<file path="src/rtl/snd_pkg.sv">
// Shared types and constants for the SOM neuron distance/update unit.
`timescale 1ns / 1ps
`default_nettype none
package snd_pkg;

    localparam int VECTOR_LEN_DEF  = 64;
    localparam int SAMPLE_BITS_DEF = 16;
    localparam int IDX_W           = 6;
    localparam int RATE_W          = 16;
    localparam int ACC_W           = 40;
    localparam int DIST_W          = 20;
    localparam int MAG_W           = 20;
    localparam int QUEUE_DEPTH     = 2;

    localparam logic [1:0] OP_LOAD    = 2'd0;
    localparam logic [1:0] OP_MEASURE = 2'd1;
    localparam logic [1:0] OP_ADJUST  = 2'd2;

    typedef enum logic [1:0] {
        K_LOAD    = 2'd0,
        K_MEASURE = 2'd1,
        K_ADJUST  = 2'd2
    } kind_t;

    typedef struct packed {
        kind_t kind;
        logic  in_range;
        logic  last;
    } cmd_ctl_t;

    localparam int CTL_W = $bits(cmd_ctl_t);

endpackage
`default_nettype wire

</file>
<file path="src/rtl/snd_sqrt.sv">
// Iterative floor square root, two radicand bits per cycle, with result register.
`timescale 1ns / 1ps
`default_nettype none
module snd_sqrt
    import snd_pkg::*;
(
    input  wire logic              clk,
    input  wire logic              rst_n,
    input  wire logic              start,
    input  wire logic [ACC_W-1:0]  operand,
    output logic                   ready,
    input  wire logic              pop,
    output logic                   empty,
    output logic      [DIST_W-1:0] distance
);

    logic              run_reg, run_next;
    logic              oval_reg, oval_next;
    logic [DIST_W-1:0] out_reg, out_next;
    logic [ACC_W-1:0]  n_reg, n_next;
    logic [ACC_W-1:0]  root_reg, root_next;
    logic [ACC_W-1:0]  bit_reg, bit_next;
    logic [ACC_W-1:0]  trial;

    assign trial    = root_reg + bit_reg;
    assign ready    = !run_reg;
    assign empty    = !oval_reg;
    assign distance = out_reg;

    always_comb
    begin
        run_next  = run_reg;
        oval_next = oval_reg;
        out_next  = out_reg;
        n_next    = n_reg;
        root_next = root_reg;
        bit_next  = bit_reg;
        if (pop && oval_reg)
        begin
            oval_next = 1'b0;
        end
        if (start)
        begin
            run_next  = 1'b1;
            n_next    = operand;
            root_next = '0;
            bit_next  = ACC_W'(1) << (ACC_W - 2);
        end
        else if (run_reg)
        begin
            if (bit_reg != '0)
            begin
                bit_next = bit_reg >> 2;
                if (n_reg >= trial)
                begin
                    n_next    = n_reg - trial;
                    root_next = (root_reg >> 1) + bit_reg;
                end
                else
                begin
                    root_next = root_reg >> 1;
                end
            end
            else if (!oval_reg || pop)
            begin
                out_next  = root_reg[DIST_W-1:0];
                oval_next = 1'b1;
                run_next  = 1'b0;
            end
        end
    end

    always_ff @(posedge clk or negedge rst_n)
    begin
        if (!rst_n)
        begin
            run_reg  <= 1'b0;
            oval_reg <= 1'b0;
        end
        else
        begin
            run_reg  <= run_next;
            oval_reg <= oval_next;
        end
    end

    always_ff @(posedge clk)
    begin
        out_reg  <= out_next;
        n_reg    <= n_next;
        root_reg <= root_next;
        bit_reg  <= bit_next;
    end

endmodule
`default_nettype wire

</file>
<file path="config.mk">
export PLATFORM = sky130hd
export DESIGN_NAME = snd_sqrt
export DESIGN_NICKNAME = d
export VERILOG_FILES = /design/src/rtl/snd_pkg.sv /design/src/rtl/snd_sqrt.sv
export SDC_FILE = /design/constraint.sdc
export NUM_CORES = 1
export LEC_CHECK = 0
export ABC_CLOCK_PERIOD_IN_PS = 7500
export BUFFER_PORTS_ARGS = -buffer_cell sky130_fd_sc_hd__buf_2
export CORE_MARGIN = 1.5
export CORE_UTILIZATION = 45
export CTS_CLUSTER_SIZE = 8
export DETAILED_ROUTE_END_ITERATION = 12
export PLACE_DENSITY_LB_ADDON = 0.08
export SYNTH_ARGS = -nofsm -noshare
export SYNTH_HDL_FRONTEND = slang
export SYNTH_SLANG_ARGS = --single-unit
</file>
<file path="constraint.sdc">
create_clock -name clk -period 7.5 [get_ports clk]
set_input_delay 0.75 -clock clk [delete_from_list [all_inputs] [get_ports clk]]
set_output_delay 0.75 -clock clk [all_outputs]
set_load 0.02 [all_outputs]
</file>
; ---- Yosys cells after proc, flatten, opt, wreduce, memory -nomap -nowiden
; Cells that the tools add are included.
[totals]
out_inout_bits = 22
register_bits = 122
wordCells = 37
[classes]
bitwise = 2
reduce_logical = 11
n_lt_le_gt_ge = 1
addsub = 3
mux = 14
[ops]
columns = op, n
row1 = two-way mux 40 bit, 5
row2 = adder 39 x 39 -> 40 bit, 1
row3 = adder 40 x 39 -> 40 bit, 1
row4 = >= comparator 40 bit, 1
row5 = nonzero test 40 bit, 1
row6 = subtractor 40 bit, 1
row7 = two-way mux 1 bit, 9
row8 = nonzero test 2 bit, 3
row9 = AND reduction 4 bit, 1
row10 = AND reduction 3 bit, 1
row11 = logical NOT 1 bit, 2
row12 = NOT 1 bit, 2
row13 = AND reduction 2 bit, 1
row14 = logical AND 1 bit, 1
row15 = logical OR 1 bit, 1

; ---- Logic depth before layout (Yosys ltp)
[depth]
word_depth = 6
ltp_mapped = 22

; ---- Worst setup path after synthesis
; Ideal clock, no wire load.
[synth_timing]
kind = register to register
startpoint = reg root_reg[2]
endpoint = reg n_reg[0] (enable)
period_less_slack_ns = 7.421
setup_time_ns = 0.493
stages_incl_launch_ff = 21
t_required_ns = 7.007
slack_ns = 0.079
path_buffers = 3
arrival_ns = 6.928
path_cell_list = dfxtp_1 ha_1 a31oi_1 o21bai_1 a31oi_1 a21oi_1 a2111o_1 a31oi_1 o21ai_0 xnor2_1 ha_1 and2_1 o21ai_0 a21oi_1 a21boi_0 a31oi_1 and2_1 buf_2 buf_2 buf_2 o21ai_0
[synth_via]
elab_chain_len = 4
[synth_rtl]
columns = element, line_no
row1 = from (decl), snd_sqrt.sv:21  ; logic [ACC_W-1:0] root_reg, root_next;
row2 = from (signal assigned), snd_sqrt.sv:91  ; root_reg <= root_next;
row3 = adder 40 x 39 -> 40 bit, snd_sqrt.sv:25  ; assign trial = root_reg + bit_reg;
row4 = >= comparator 40 bit, snd_sqrt.sv:54  ; if (n_reg >= trial)
row5 = nonzero test 2 bit (no source line), --
row6 = AND reduction 3 bit (no source line), --
row7 = to (signal assigned), snd_sqrt.sv:90  ; n_reg <= n_next;
row8 = to (decl), snd_sqrt.sv:20  ; logic [ACC_W-1:0] n_reg, n_next;
; Every way passes these cells.
; A chain may end at the register's enable or synchronous reset.

; ---- Worst setup path after layout
[layout_timing]
startpoint = reg root_reg[2]
endpoint = reg n_reg[36] (enable)
; Same word-level chain as after synthesis.

==> flow_summary.yaml <==
pwr:
  p_seq_frac: 0.242
  internal_power_uw: 2540
  combPwrFrac: 0.589
  leakage_uw: 0.00415
  p_switching_uw: 2340
  clock_power_share: 0.169
  power_density_nw_per_um2: 457
  vdd_drop_max_v: 0.000310
  sw_frac_of_total: 0.479
synth:
  yosys.area.top_type: "edfxtp_1"
  synth-seq-area-share: 0.319
  syn-cell-area_um2: 9560
  yosys-top-cells-area: "edfxtp_1, dfxtp_1, ha_1"
  yosysWarnings: 0
  yosysMostFrequentCell: "nand2_1"
  synthDistinctLibCells: 75
  async_reset_ff_frac: 0.0164
  syn_nets: 1269
  synthCells: 1142
  synth_ff_type: "edfxtp_1"
  synth_edf_count: 60
  netlist.area_leader.share: 0.188
  yosys-top-cells-count: "nand2_1, o21ai_0, a21oi_1, ha_1"
  synth-seq-cells: 122
  avgSynthCellArea_um2: 8.37
route:
  drc: 0
  wl_met2_mm: 13.4
  wirelength_mm: 26.6
  top_layer_used: "met4"
  vias_per_cell: 5.90
  dr_wl_met3_um: 921
  vias: 8688
  drt_iter0_drc: 458
  wire_per_inst_um: 18.1
  ant_nets: 0
  wl_met1_mm: 11.8
  first_pass_iters: 5
floorplan:
  dieArea_um2: 22100
  dieWidth_um: 149
  std_cell_rows: 53
  initial_utilization: 0.456
  die_h_um: 149
  design.core.area_um2: 21000
  pin_count: 66
clock_tree:
  htree_levels: 4
  post_cts_buffers: 0
  clk_latency_ps: 430
  postCtsHoldBufs: 0
  cts_sinks: 122
  clockBufferDepth: 2
  cts_buffers: 17
  clk_pin_slew_ps: 60
  cts_resized: 0
  cts_root_buffer: "clkbuf_16"
  cts_tree: "done"
worst_setup_path:
  crit_start: "root_reg[2]"
  r2r_start: "root_reg[2]"
  crit_path_end_kind: "flop"
  crit_chain: "ha_1 > a31oi_1 > o21bai_1 > a31oi_1 > a21oi_1 > a2111o_1 > a31oi_1 > o21ai_0 > xnor2_1 > ha_1 > and2_1 > o21ai_0 > a21oi_1 > nand3_1 > a21o_1 > and2_1 > buf_4 > o21ai_4 > buf_4"
  worstSetupStartpointType: "flop"
  cpMostUsedCell: "a31oi_1"
  crit_slowest_cell: "buf_4"
  max_stage_delay_ps: 520
  crit_fanout: 40
  cp.arrival_ps: 6140
  worstPathRequired_ps: 7560
  crit_type: "flop to flop"
sta:
  fin_ws_ps: 1420
  finalHoldViolCount: 0
  finalCritPeriodShare: 0.810
  min_period_ps: 6080
  drv_slew: 0
  fin_skew_ps: 9.87
  max_freq_ghz: 0.165
  tightest_slew_ps: 920
  slew_headroom: 0.387
  rsz0062_at_grt: "false"
  totalNegativeSetupSlack_ps: 0
  setup_viol: 0
placed_design:
  pre_cts_ws_ps: 1510
  place_congestion: 0.913
  port_buffers: 65
  dpl.hpwl_mm: 19.5
global_routing:
  grt-ovfl-total: 0
  antenna_found_initial: 0
  grt_usage: 0.250
  grt_max_degree: 60
  grt_pass1_vias: 8366
  grt_pass1_wl_mm: 43.4
status:
  status: "completed"
finish:
  drive_gt1_frac: 0.114
  nets: 1312
  diodes: 0
  syn2layout_area_growth_pct: 11.9
run:
  cap_violations: 0
worst_hold_path:
  hold_path_class: "input port to asynchronous set/reset pin"
==> power by group through the flow <==
| stage | sequential [uW] | clock (uW) | combinational (uW) |
|---|---|---|---|
| final | 1180 | 826 | 2880 |
| after global routing | 1210 | 859 | 3210 |
| after CTS | 1180 | 838 | 2860 |
| after detailed placement | 1200 | 0 | 2840 |
| after global placement | 1200 | 0 | 2830 |
| after floorplan | 1130 | 0 | 2160 |
==> critical path: cells and delay by family (launching register included) <==
family | cells | cell delay (ps)
compound gates | 11 | 2980
buf+inv | 2 | 750
fa+ha+maj | 2 | 700
simple gates | 3 | 630
flops | 1 | 420
xor+xnor | 1 | 180
==> cells by family after synthesis <==
family | synth area share
compound gates | 0.260
xor+xnor | 0.0815
fa+ha+maj | 0.109
buf+inv | 0.0314
flops | 0.319
mux | 0.0203
simple gates | 0.178
==> stage by stage <==
stage	instances	cell area (um2)	util	hold slack [ps]	power, uW
6_report	1473	10700	0.511	94.9	4890
5_1_grt	1473	10700	0.511	90.2	5270
4_1_cts	1473	10700	0.511	84.4	4880
3_5_place_dp	1441	10100	0.483	471	4030
3_3_place_gp	1441	10100	0.483	458	4030
2_1_floorplan	1142	9560	-	435	3300
==> area by class of cell <==
| type | instances | area, um2 |
|---|---|---|
| timing repair buffer | 75 | 403 |
| clock buffer | 17 | 425 |
| inverter | 25 | 93.8 |
| sequential | 122 | 3050 |
| tap | 275 | 344 |
| multi-input combinational | 944 | 6230 |
| fill | 2108 | 10300 |
| clock inverter | 15 | 154 |
==> layout by cell type (no fill, tap or decap), types with 17 or more instances in the layout <==
| master | count |
|---|---|
| nand2_1 | 168 |
| o21ai_0 | 112 |
| a21oi_1 | 102 |
| ha_1 | 82 |
| buf_2 | 64 |
| dfxtp_1 | 60 |
| edfxtp_1 | 60 |
| nor2_1 | 57 |
| xnor2_1 | 55 |
| xor2_1 | 34 |
| a31oi_1 | 33 |
| inv_1 | 25 |
| a21o_1 | 23 |
| nand3_1 | 18 |
| nor3_1 | 18 |
| nand4_1 | 17 |
| clkbuf_16 | 17 |
==> layer usage <==
| metal | global-route usage | vias up |
|---|---|---|
| li1 | - | 4344 |
| met1 | 0.307 | 4115 |
| met2 | 0.449 | 196 |
| met3 | 0.0327 | 33 |
| met4 | 0.0817 | 0 |
| met5 | 0 | - |
==> final timing paths <==
| kind | endpoint | slack, ps | cells after the start |
|---|---|---|---|
| worst min-delay path | run_reg | 90 | 1 |
| min in group clk | distance[0] | 480 | 0 |
| worst max-delay path | n_reg[36] | 1420 | 19 |
| worst min register to register | distance[0] | 480 | 0 |
| max in group asynchronous | oval_reg | 7310 | 1 |
| worst max register to register | n_reg[36] | 1420 | 19 |
No activity file was read; power rests on OpenSTA's default activity.
