$ cat config.mk
export PLATFORM = sky130hd
export DESIGN_NAME = snd_queue
export DESIGN_NICKNAME = d
export VERILOG_FILES = /design/src/rtl/snd_pkg.sv /design/src/rtl/snd_queue.sv
export SDC_FILE = /design/constraint.sdc
export NUM_CORES = 1
export LEC_CHECK = 0
export ABC_AREA = 1
export ABC_CLOCK_PERIOD_IN_PS = 1450
export BUFFER_PORTS_ARGS = -buffer_cell sky130_fd_sc_hd__buf_2
export CAP_MARGIN = 20
export CORE_UTILIZATION = 35
export CTS_CLUSTER_DIAMETER = 100
export DETAILED_ROUTE_END_ITERATION = 12
export SYNTH_ARGS = -nofsm -noshare
export SYNTH_HDL_FRONTEND = slang
export SYNTH_SLANG_ARGS = --single-unit
$ cat constraint.sdc
create_clock -name clk -period 1.45 [get_ports clk]
set_input_delay 0.145 -clock clk [delete_from_list [all_inputs] [get_ports clk]]
set_output_delay 0.145 -clock clk [all_outputs]
set_load 0.01 [all_outputs]
$ cat src/rtl/snd_pkg.sv
// Shared types and constants for the SOM neuron distance/update unit.
`timescale 1ns / 1ps
`default_nettype none
package snd_pkg;

    localparam int VECTOR_LEN_DEF  = 64;
    localparam int SAMPLE_BITS_DEF = 16;
    localparam int IDX_W           = 6;
    localparam int RATE_W          = 16;
    localparam int ACC_W           = 40;
    localparam int DIST_W          = 20;
    localparam int MAG_W           = 20;
    localparam int QUEUE_DEPTH     = 2;

    localparam logic [1:0] OP_LOAD    = 2'd0;
    localparam logic [1:0] OP_MEASURE = 2'd1;
    localparam logic [1:0] OP_ADJUST  = 2'd2;

    typedef enum logic [1:0] {
        K_LOAD    = 2'd0,
        K_MEASURE = 2'd1,
        K_ADJUST  = 2'd2
    } kind_t;

    typedef struct packed {
        kind_t kind;
        logic  in_range;
        logic  last;
    } cmd_ctl_t;

    localparam int CTL_W = $bits(cmd_ctl_t);

endpackage
`default_nettype wire

$ cat src/rtl/snd_queue.sv
// Short register queue between the front and back sections.
`timescale 1ns / 1ps
`default_nettype none
module snd_queue
    import snd_pkg::*;
#(
    parameter int WIDTH = 8,
    parameter int DEPTH = QUEUE_DEPTH,
    localparam int PW = (DEPTH > 1) ? $clog2(DEPTH) : 1,
    localparam int CW = $clog2(DEPTH + 1)
) (
    input  wire logic             clk,
    input  wire logic             rst_n,
    input  wire logic             push,
    input  wire logic [WIDTH-1:0] wdata,
    output logic                  full,
    input  wire logic             pop,
    output logic                  empty,
    output logic      [WIDTH-1:0] rdata
);

    logic [WIDTH-1:0] slot_reg [DEPTH];
    logic [PW-1:0]    wr_reg, wr_next;
    logic [PW-1:0]    rd_reg, rd_next;
    logic [CW-1:0]    cnt_reg, cnt_next;
    logic             do_push, do_pop;

    assign full    = (cnt_reg == CW'(DEPTH));
    assign empty   = (cnt_reg == '0);
    assign rdata   = slot_reg[rd_reg];
    assign do_push = push && !full;
    assign do_pop  = pop && !empty;

    always_comb
    begin
        wr_next  = wr_reg;
        rd_next  = rd_reg;
        cnt_next = cnt_reg;
        if (do_push)
        begin
            wr_next = (wr_reg == PW'(DEPTH - 1)) ? '0 : wr_reg + 1'b1;
        end
        if (do_pop)
        begin
            rd_next = (rd_reg == PW'(DEPTH - 1)) ? '0 : rd_reg + 1'b1;
        end
        if (do_push && !do_pop)
        begin
            cnt_next = cnt_reg + 1'b1;
        end
        else if (do_pop && !do_push)
        begin
            cnt_next = cnt_reg - 1'b1;
        end
    end

    always_ff @(posedge clk or negedge rst_n)
    begin
        if (!rst_n)
        begin
            wr_reg  <= '0;
            rd_reg  <= '0;
            cnt_reg <= '0;
        end
        else
        begin
            wr_reg  <= wr_next;
            rd_reg  <= rd_next;
            cnt_reg <= cnt_next;
        end
    end

    always_ff @(posedge clk)
    begin
        if (do_push)
        begin
            slot_reg[wr_reg] <= wdata;
        end
    end

endmodule
`default_nettype wire

Word level (Yosys, flattened, before mapping) --
Memory sizes are Yosys's and may differ from the RTL's. Index checks and enable logic that the tools add are counted.
Operators by class: add/subtract/negate cells 4, equal/unequal tests 1, mux-type cells 6, reduce and logical (&&, ||, !) cells 10
Operator list (number):
- logical AND 1 bit | 4
- zero test 1 bit | 4
- 2-to-1 mux 1 bit | 4
- 2-to-1 mux 2 bit | 2
- adder 1 bit (second input constant) | 2
- adder 2 x 1 -> 2 bit (second input constant) | 1
- equality test 2 bit (second input constant) | 1
- zero test 2 bit | 1
- nonzero test 2 bit | 1
- subtractor 2 x 1 -> 2 bit (second input constant) | 1
Word-level totals: register bits 4, memory bits (writable) 16, output and inout port bits 10, word-level logic and storage cells 25, memories kept 1
Memories:
- slot_reg | words 2, width 8, rd ports 1, clocked after memory_dff 0, wr ports 1, RTL line snd_queue.sv:22 | logic [WIDTH-1:0] slot_reg [DEPTH];

Longest topological paths before layout --
Gate-level depths: netlist of the first run.
depth after elaboration 7, gate-level depth with buffers 9, mapped depth without buffers 9

Worst setup path before layout of the first run --
No wires, ideal clock.
kind register to register, start reg cnt_reg[1], end mem slot_reg[1][0], enable pin, arrival 0.951 ns, setup slack 0.128 ns, cell stages (with the launch flop) 4, clock period less this slack 1.322 ns, cells stage by stage dfrtp_1 > inv_1 > o21ai_0 > nor2_1
Between the ends: cells in the longest elaborated chain, start to end 5
RTL lines:
- start: declaration | RTL line snd_queue.sv:25 | logic [CW-1:0] cnt_reg, cnt_next;
- start signal: assignment | RTL line snd_queue.sv:69 | cnt_reg <= cnt_next;
- equality test 2 bit | RTL line snd_queue.sv:28 | assign full = (cnt_reg == CW'(DEPTH));
- zero test 1 bit | RTL line snd_queue.sv:31 | assign do_push = push && !full;
- logical AND 1 bit | RTL line snd_queue.sv:31
- 2-to-1 mux 1 bit | RTL line snd_queue.sv:75 | if (do_push)
- 2-to-1 mux 1 bit (not written as such) | RTL line snd_queue.sv:77 | slot_reg[wr_reg] <= wdata;
- end: declaration | RTL line snd_queue.sv:22
No other way between the ends.

Final worst setup path of the first run --
start reg cnt_reg[0], end reg cnt_reg[1]
Between the ends: cells in the longest elaborated chain, start to end 6
RTL lines (RTL line):
- equality test 2 bit / zero test 2 bit (equally long branches) | snd_queue.sv:28, snd_queue.sv:29
- zero test 1 bit (on tied branches) | snd_queue.sv:31, snd_queue.sv:32
- logical AND 1 bit (on tied branches) | snd_queue.sv:31, snd_queue.sv:32
- zero test 1 bit (on tied branches) | snd_queue.sv:51, snd_queue.sv:47
- logical AND 1 bit (on tied branches) | snd_queue.sv:51, snd_queue.sv:47
- nonzero test 2 bit (no line) / 2-to-1 mux 2 bit (equally long branches)
Several ways; a longest one is shown, not always the timed one. The select of a mux whose other input is x is not followed. A chain may end at the register's enable or synchronous reset.

==> results.py, run 1 <==
metrics = {
    "status": {
        "status": "finished, final reports clean",
    },
    "yosys": {
        "yosysMostFrequentCell": "nand2_1",
        "synth_area_leaders": "edfxtp_1 (59%), nand2_1 (15%), dfrtp_1 (12%)",
        "synth_edf_count": 16,
        "synthTopCellsByCount": "nand2_1 (33), edfxtp_1 (16), inv_1 (7)",
        "yosys.cell_types.count": 14,
        "syn_nets": 86,
        "ys_seq_area_share_pct": 71.7,
        "yosysTopAreaCell": "edfxtp_1",
        "synthArstFlopShare_pct": 20.0,
        "synth_area_um2": 810,
        "ys_dominant_reg_cell": "edfxtp_1",
        "ys_warn_count": 0,
        "avgSynthCellArea_um2": 11.1,
        "synth_seq_cells": 20,
        "synthCells": 73,
        "yosysTopAreaCellShare_pct": 59.4,
    },
    "detailed_routing": {
        "routed_via_density": 4.34,
        "detail-route-antenna-nets": 0,
        "wire_per_inst_um": 10.5,
        "drtIter0Drc": 9,
        "drc": 0,
        "wirelength_um": 1350,
        "dr.pass1.iters": 3,
        "vias": 556,
    },
    "setup_path": {
        "worst_r2r_endpoint": "cnt_reg[1]",
        "r2r_start": "cnt_reg[0]",
        "cp_slowest_stage_delay_ns": 0.48,
        "ff2ff_path_depth": 6,
        "crit_top_cell": "nand2_1",
        "worstPathArrival_ns": 1.54,
        "startpoint_type": "register",
        "crit_path_top_delay_cell": "dfrtp_2",
        "crit_chain": "o21ai_1 -> ha_1 -> inv_1 -> nand3_1 -> nand2_1 -> nand2_1",
        "cp_num_buf_inv": 1,
        "crit_family": "flip-flops",
        "critPathCaptureType": "register",
        "r2r_slack_ns": 0.10,
        "path_max_fanout": 7,
        "cp.required_ns": 1.64,
        "critical_path_class": "register to register",
    },
    "min_path": {
        "min_path_cells": 1,
        "hold-path-endpoint": "slot_reg[0][7]",
        "hp-start": "wdata[7]",
        "hp-class": "primary input to register",
    },
    "pwr": {
        "ir_drop_v": 0.000822,
        "cellLeakagePower_nw": 0.474,
        "p_per_area_mw_per_mm2": 1880,
    },
    "global_routing": {
        "grt_pass1_wl_um": 2280,
        "overflow": 0,
        "grt_max_degree": 12,
        "grt_pass1_vias": 538,
        "groute.usage.overall_pct": 13.0,
        "antenna_found_initial": 0,
    },
    "cells_and_area": {
        "fill_cells": 212,
        "fin_area_mm2": 0.00101,
        "insertedDiodeCount": 0,
        "largest_reg_flops": 16,
        "synthToLayoutAreaGrowth_pct": 24.3,
        "drive_above_1_share_pct": 31.0,
        "nets": 114,
    },
    "placed_design": {
        "gp_congestion": 0.752,
        "dp_hpwl_um": 1010,
        "portBuffers": 21,
        "placed_area_um2": 960,
    },
    "die": {
        "ios": 22,
        "dieHeight_um": 50.1,
        "die_x_um": 50.1,
        "initial_utilization_pct": 37.0,
        "coreArea_mm2": 0.00219,
        "dieArea_mm2": 0.00251,
        "std_cell_rows": 17,
    },
    "timing": {
        "fin_crit_ns": 1.35,
        "slew_headroom_pct": 80.0,
        "max_slew.worst_pin.slew_ns": 0.300,
        "finalSetupTns_ns": 0,
        "clock.fmax_ghz": 0.742,
        "finalSetupViolCount": 0,
        "fin_crit_sh_pct": 92.9,
        "grt_setup_unrepaired": "true",
        "skew_ns": 0.000538,
        "finalHoldViolCount": 0,
        "finalMaxSlewViolations": 0,
    },
    "clock_network": {
        "cts_tree": "yes",
        "clock_path_buffers": 2,
        "cts_setup_buffers": 0,
        "cts_root_buffer": "clkbuf_4",
        "clock_latency_ns": 0.29,
        "cts_sinks": 20,
        "htreeDepth": 1,
        "path_clk_slew_ns": 0.11,
        "cts-buffers-inserted": 3,
    },
    "run": {
        "maxCapViolCount": 0,
    },
}
-- layout by cell type (no fill, tap or decap), types with 2 or more instances in the layout --
cell type  instances
nor2_1             2
clkbuf_4           3
edfxtp_1          16
nand2_1           33
dfrtp_1            2
inv_1              7
dfrtp_2            2
buf_2             21
buf_4              2
-- layer usage --
| metal | part of all wire (%) | track usage, % | wire length, um | up-vias |
|---|---|---|---|---|
| met4 | 1.3 | 8.57 | 18 | 0 |
| met5 | 0 | 0 | 0 | - |
| li1 | - | - | - | 290 |
| met3 | 3.5 | 3.70 | 47 | 2 |
| met2 | 52 | 21.6 | 705 | 12 |
| met1 | 43 | 14.2 | 577 | 252 |
-- cell type report --
cell class	count	area, um2	share of cell area [%]
sequential	20	583	58.0
multi-input combinational	44	199	19.8
inverter	8	32.5	3.23
timing repair buffer	24	130	12.9
tap	28	35.0	3.48
clock buffer	3	22.5	2.24
clock inverter	1	3.75	0.373
-- logic make-up after synthesis --
group | Yosys count | share of synthesized area, %
xor+xnor | 1 | 1.08
simple gates | 40 | 20.1
flops | 20 | 71.7
compound gates | 2 | 1.24
fa+ha+maj | 1 | 1.55
buf+inv | 9 | 4.33
-- per-stage QoR --
stage / setup slack, ns / std cells / total power, W / hold slack [ns] / util, %
after detailed placement: 0.0324 / 123 / 0.00162 / -0.0400 / 43.8
after CTS: 0.00798 / 128 / 0.00189 / 0.0272 / 45.5
after global placement: 0.0751 / 123 / 0.00160 / -0.0414 / 43.8
final: 0.103 / 128 / 0.00190 / 0.0374 / 45.9
after global routing: -0.0169 / 128 / 0.00206 / 0.0183 / 45.9
after floorplan: 0.128 / 73 / 0.00135 / -0.151 / -
-- how the worst max path moves through the flow --
stage / start / to / cells after the start
global route: cnt_reg[0] / cnt_reg[1] / 6
floorplan: cnt_reg[1] / slot_reg[1][0] / 3
global placement: cnt_reg[0] / cnt_reg[1] / 6
detailed placement: cnt_reg[0] / cnt_reg[1] / 6
CTS: cnt_reg[0] / cnt_reg[1] / 6
finish: cnt_reg[0] / cnt_reg[1] / 6
-- what timing repair did --
action | 4_1_cts | 5_1_grt
cloned | 0 | 0
pin swaps | 0 | 0
endpoints found under the setup margin | 8 | 6
endpoints found under the hold margin | 4 | 0
resized for setup | 1 | 4
hold buffers | 1 | 0
-- power by group --
part | internal, W | switching, W
Combinational | 0.000287 | 0.000425
Clock | 0.000100 | 0.000159
Sequential | 0.000803 | 0.000121
Total | 0.00119 | 0.000706
-- worst register-to-register path: stages, from the launching register on --
cell and delay, ns:
dfrtp_2 0.48, o21ai_1 0.21, ha_1 0.29, inv_1 0.08
nand3_1 0.08, nand2_1 0.07, nand2_1 0.05
(Power assumes the default switching activity.)
==> run 2, diff against run 1 <==
--- a/config.mk
+++ b/config.mk
@@ -8,10 +8,13 @@
 export ABC_AREA = 1
 export ABC_CLOCK_PERIOD_IN_PS = 1450
 export BUFFER_PORTS_ARGS = -buffer_cell sky130_fd_sc_hd__buf_2
-export CAP_MARGIN = 20
-export CORE_UTILIZATION = 35
+export CELL_PAD_IN_SITES_DETAIL_PLACEMENT = 0
+export CELL_PAD_IN_SITES_GLOBAL_PLACEMENT = 2
+export CORE_MARGIN = 1.5
+export CORE_UTILIZATION = 31
 export CTS_CLUSTER_DIAMETER = 100
 export DETAILED_ROUTE_END_ITERATION = 12
+export PLACE_DENSITY_LB_ADDON = 0.1
 export SYNTH_ARGS = -nofsm -noshare
 export SYNTH_HDL_FRONTEND = slang
 export SYNTH_SLANG_ARGS = --single-unit
==> results.py, run 2 (synthesis results as in run 1) <==
metrics = {
    "status": {
        "status": "finished, final reports clean",
    },
    "clock_network": {
        "clock_path_buffers": 2,
        "path_clk_slew_ns": 0.11,
        "cts_setup_buffers": 0,
        "clock_latency_ns": 0.29,
        "cts_root_buffer": "clkbuf_4",
        "cts_sinks": 20,
        "htreeDepth": 1,
        "cts-buffers-inserted": 3,
        "cts_tree": "yes",
    },
    "setup_path": {
        "cp_slowest_stage_delay_ns": 0.49,
        "r2r_slack_ns": 0.15,
        "crit_path_top_delay_cell": "dfrtp_2",
        "crit_top_cell": "nand2_1",
        "path_max_fanout": 7,
        "worstPathArrival_ns": 1.20,
        "critical_path_class": "register to primary output",
        "cp.required_ns": 1.31,
        "r2r_start": "cnt_reg[1]",
        "critPathCaptureType": "primary output",
        "startpoint_type": "register",
        "crit_chain": "buf_4 -> nand2_1 -> nand2_1 -> buf_2",
        "worst_r2r_endpoint": "slot_reg[0][7]",
        "ff2ff_path_depth": 6,
    },
    "pwr": {
        "p_switching_w": 0.000742,
        "comb_power_share_pct": 40.1,
        "pwr-share-seq_pct": 46.6,
        "ir_drop_v": 0.000934,
        "pwr-share-clk_pct": 13.3,
        "internal-power_w": 0.00126,
        "p_per_area_mw_per_mm2": 1910,
        "switching_share_pct": 37.0,
        "cellLeakagePower_nw": 0.487,
    },
    "die": {
        "ios": 22,
        "std_cell_rows": 18,
        "initial_utilization_pct": 32.7,
        "coreArea_mm2": 0.00248,
        "dieArea_mm2": 0.00293,
        "dieHeight_um": 54.1,
        "die_x_um": 54.1,
    },
    "detailed_routing": {
        "routed_via_density": 4.24,
        "dr.pass1.iters": 3,
        "wirelength_um": 1490,
        "drc": 0,
        "drtIter0Drc": 4,
        "wire_per_inst_um": 11.2,
        "vias": 564,
        "detail-route-antenna-nets": 0,
    },
    "cells_and_area": {
        "fin_area_mm2": 0.00105,
        "insertedDiodeCount": 0,
        "largest_reg_flops": 16,
        "mostFrequentLayoutCells": "nand2_1 (33), buf_2 (21), edfxtp_1 (16)",
        "layout_commonest_cell": "nand2_1",
        "fill_cells": 259,
        "drive_above_1_share_pct": 37.9,
        "utilization_pct": 42.4,
        "nets": 117,
        "synthToLayoutAreaGrowth_pct": 29.8,
    },
    "min_path": {
        "hp-class": "primary input to register",
        "hold-path-endpoint": "slot_reg[1][5]",
        "hp-start": "wdata[5]",
        "min_path_cells": 1,
    },
    "placed_design": {
        "placed_area_um2": 985,
        "portBuffers": 21,
        "dp_slack_ns": 0.0901,
        "gp_congestion": 0.671,
        "dp_hpwl_um": 1110,
    },
    "timing": {
        "slew_headroom_pct": 82.5,
        "fin_crit_sh_pct": 92.5,
        "grt_setup_unrepaired": "false",
        "finalSetupViolCount": 0,
        "finalSetupTns_ns": 0,
        "clock.fmax_ghz": 0.746,
        "finalHoldViolCount": 0,
        "skew_ns": 0.00186,
        "layout_setup_ws_ns": 0.109,
        "max_slew.worst_pin.slew_ns": 0.259,
        "finalMaxSlewViolations": 0,
        "fin_crit_ns": 1.34,
        "timing.hold.ws_ns": 0.0364,
    },
    "global_routing": {
        "grt_max_degree": 12,
        "grt_pass1_wl_um": 2370,
        "grt_pass1_vias": 522,
        "grt_util_met3_pct": 3.33,
        "antenna_found_initial": 0,
        "busiest_layer": "met2",
        "globalRouteMet2Util_pct": 17.9,
        "overflow": 0,
        "grt_use_met1_pct": 15.8,
        "groute.usage.overall_pct": 12.0,
    },
    "run": {
        "maxCapViolCount": 0,
    },
}
[run 2: changes by cell type in the layout (fill, tap and decap cells not counted), sizes merged]
cell    delta
buf        +3
clkinv     -1
clkbuf     +1
[run 2: power groups by stage]
stage | sequential (W) | clock (W) | combinational, W
after floorplan | 0.000866 | 0 | 0.000486
after global placement | 0.000910 | 0 | 0.000771
after detailed placement | 0.000913 | 0 | 0.000770
final | 0.000935 | 0.000266 | 0.000805
after CTS | 0.000901 | 0.000276 | 0.000773
after global routing | 0.000951 | 0.000301 | 0.000939
[run 2: worst max path at each step]
stage,from,slack (ns),end,depth (start not counted)
floorplan,cnt_reg[1],0.13,slot_reg[1][0],3
global placement,cnt_reg[0],0.13,cnt_reg[1],6
detailed placement,cnt_reg[0],0.09,cnt_reg[1],6
CTS,rd_reg,0.05,rdata[2],4
global route,cnt_reg[1],0.04,cnt_reg[1],8
finish,rd_reg,0.11,rdata[2],4
[run 2: final cells by class]
type / count / area [um2] / area share [%]
repair buffers: 27 / 153 / 14.5
well taps: 30 / 37.5 / 3.57
clock buffers: 4 / 26.3 / 2.50
flip-flops and latches: 20 / 584 / 55.6
multi-input cells: 44 / 215 / 20.5
inverters: 8 / 35.0 / 3.33
[run 2: timing repair]
| item | 4_1_cts | 5_1_grt |
|---|---|---|
| hold endpoints to repair | 4 | 0 |
| resized for setup | 0 | 11 |
| hold buffers | 1 | 0 |
| endpoints found under the setup margin | 0 | 9 |
[run 2: worst max-delay path: cells and delay by family, from the launching register on]
family | cells | cell delay (ns)
buffers and inverters | 2 | 0.31
flip-flops | 1 | 0.49
AND/OR/NAND/NOR | 2 | 0.10
[run 2: per-layer routing]
| layer | routed length, um | vias up |
|---|---|---|
| li1 | - | 294 |
| met1 | 718 | 258 |
| met2 | 714 | 10 |
| met3 | 46 | 2 |
| met4 | 8 | 0 |
| met5 | 0 | - |
[run 2: metrics by stage]
| step | total power (W) | instances |
|---|---|---|
| 6_report | 0.00201 | 133 |
| 3_5_place_dp | 0.00168 | 128 |
| 4_1_cts | 0.00195 | 133 |
| 3_3_place_gp | 0.00168 | 128 |
| 2_1_floorplan | 0.00135 | 73 |
| 5_1_grt | 0.00219 | 133 |
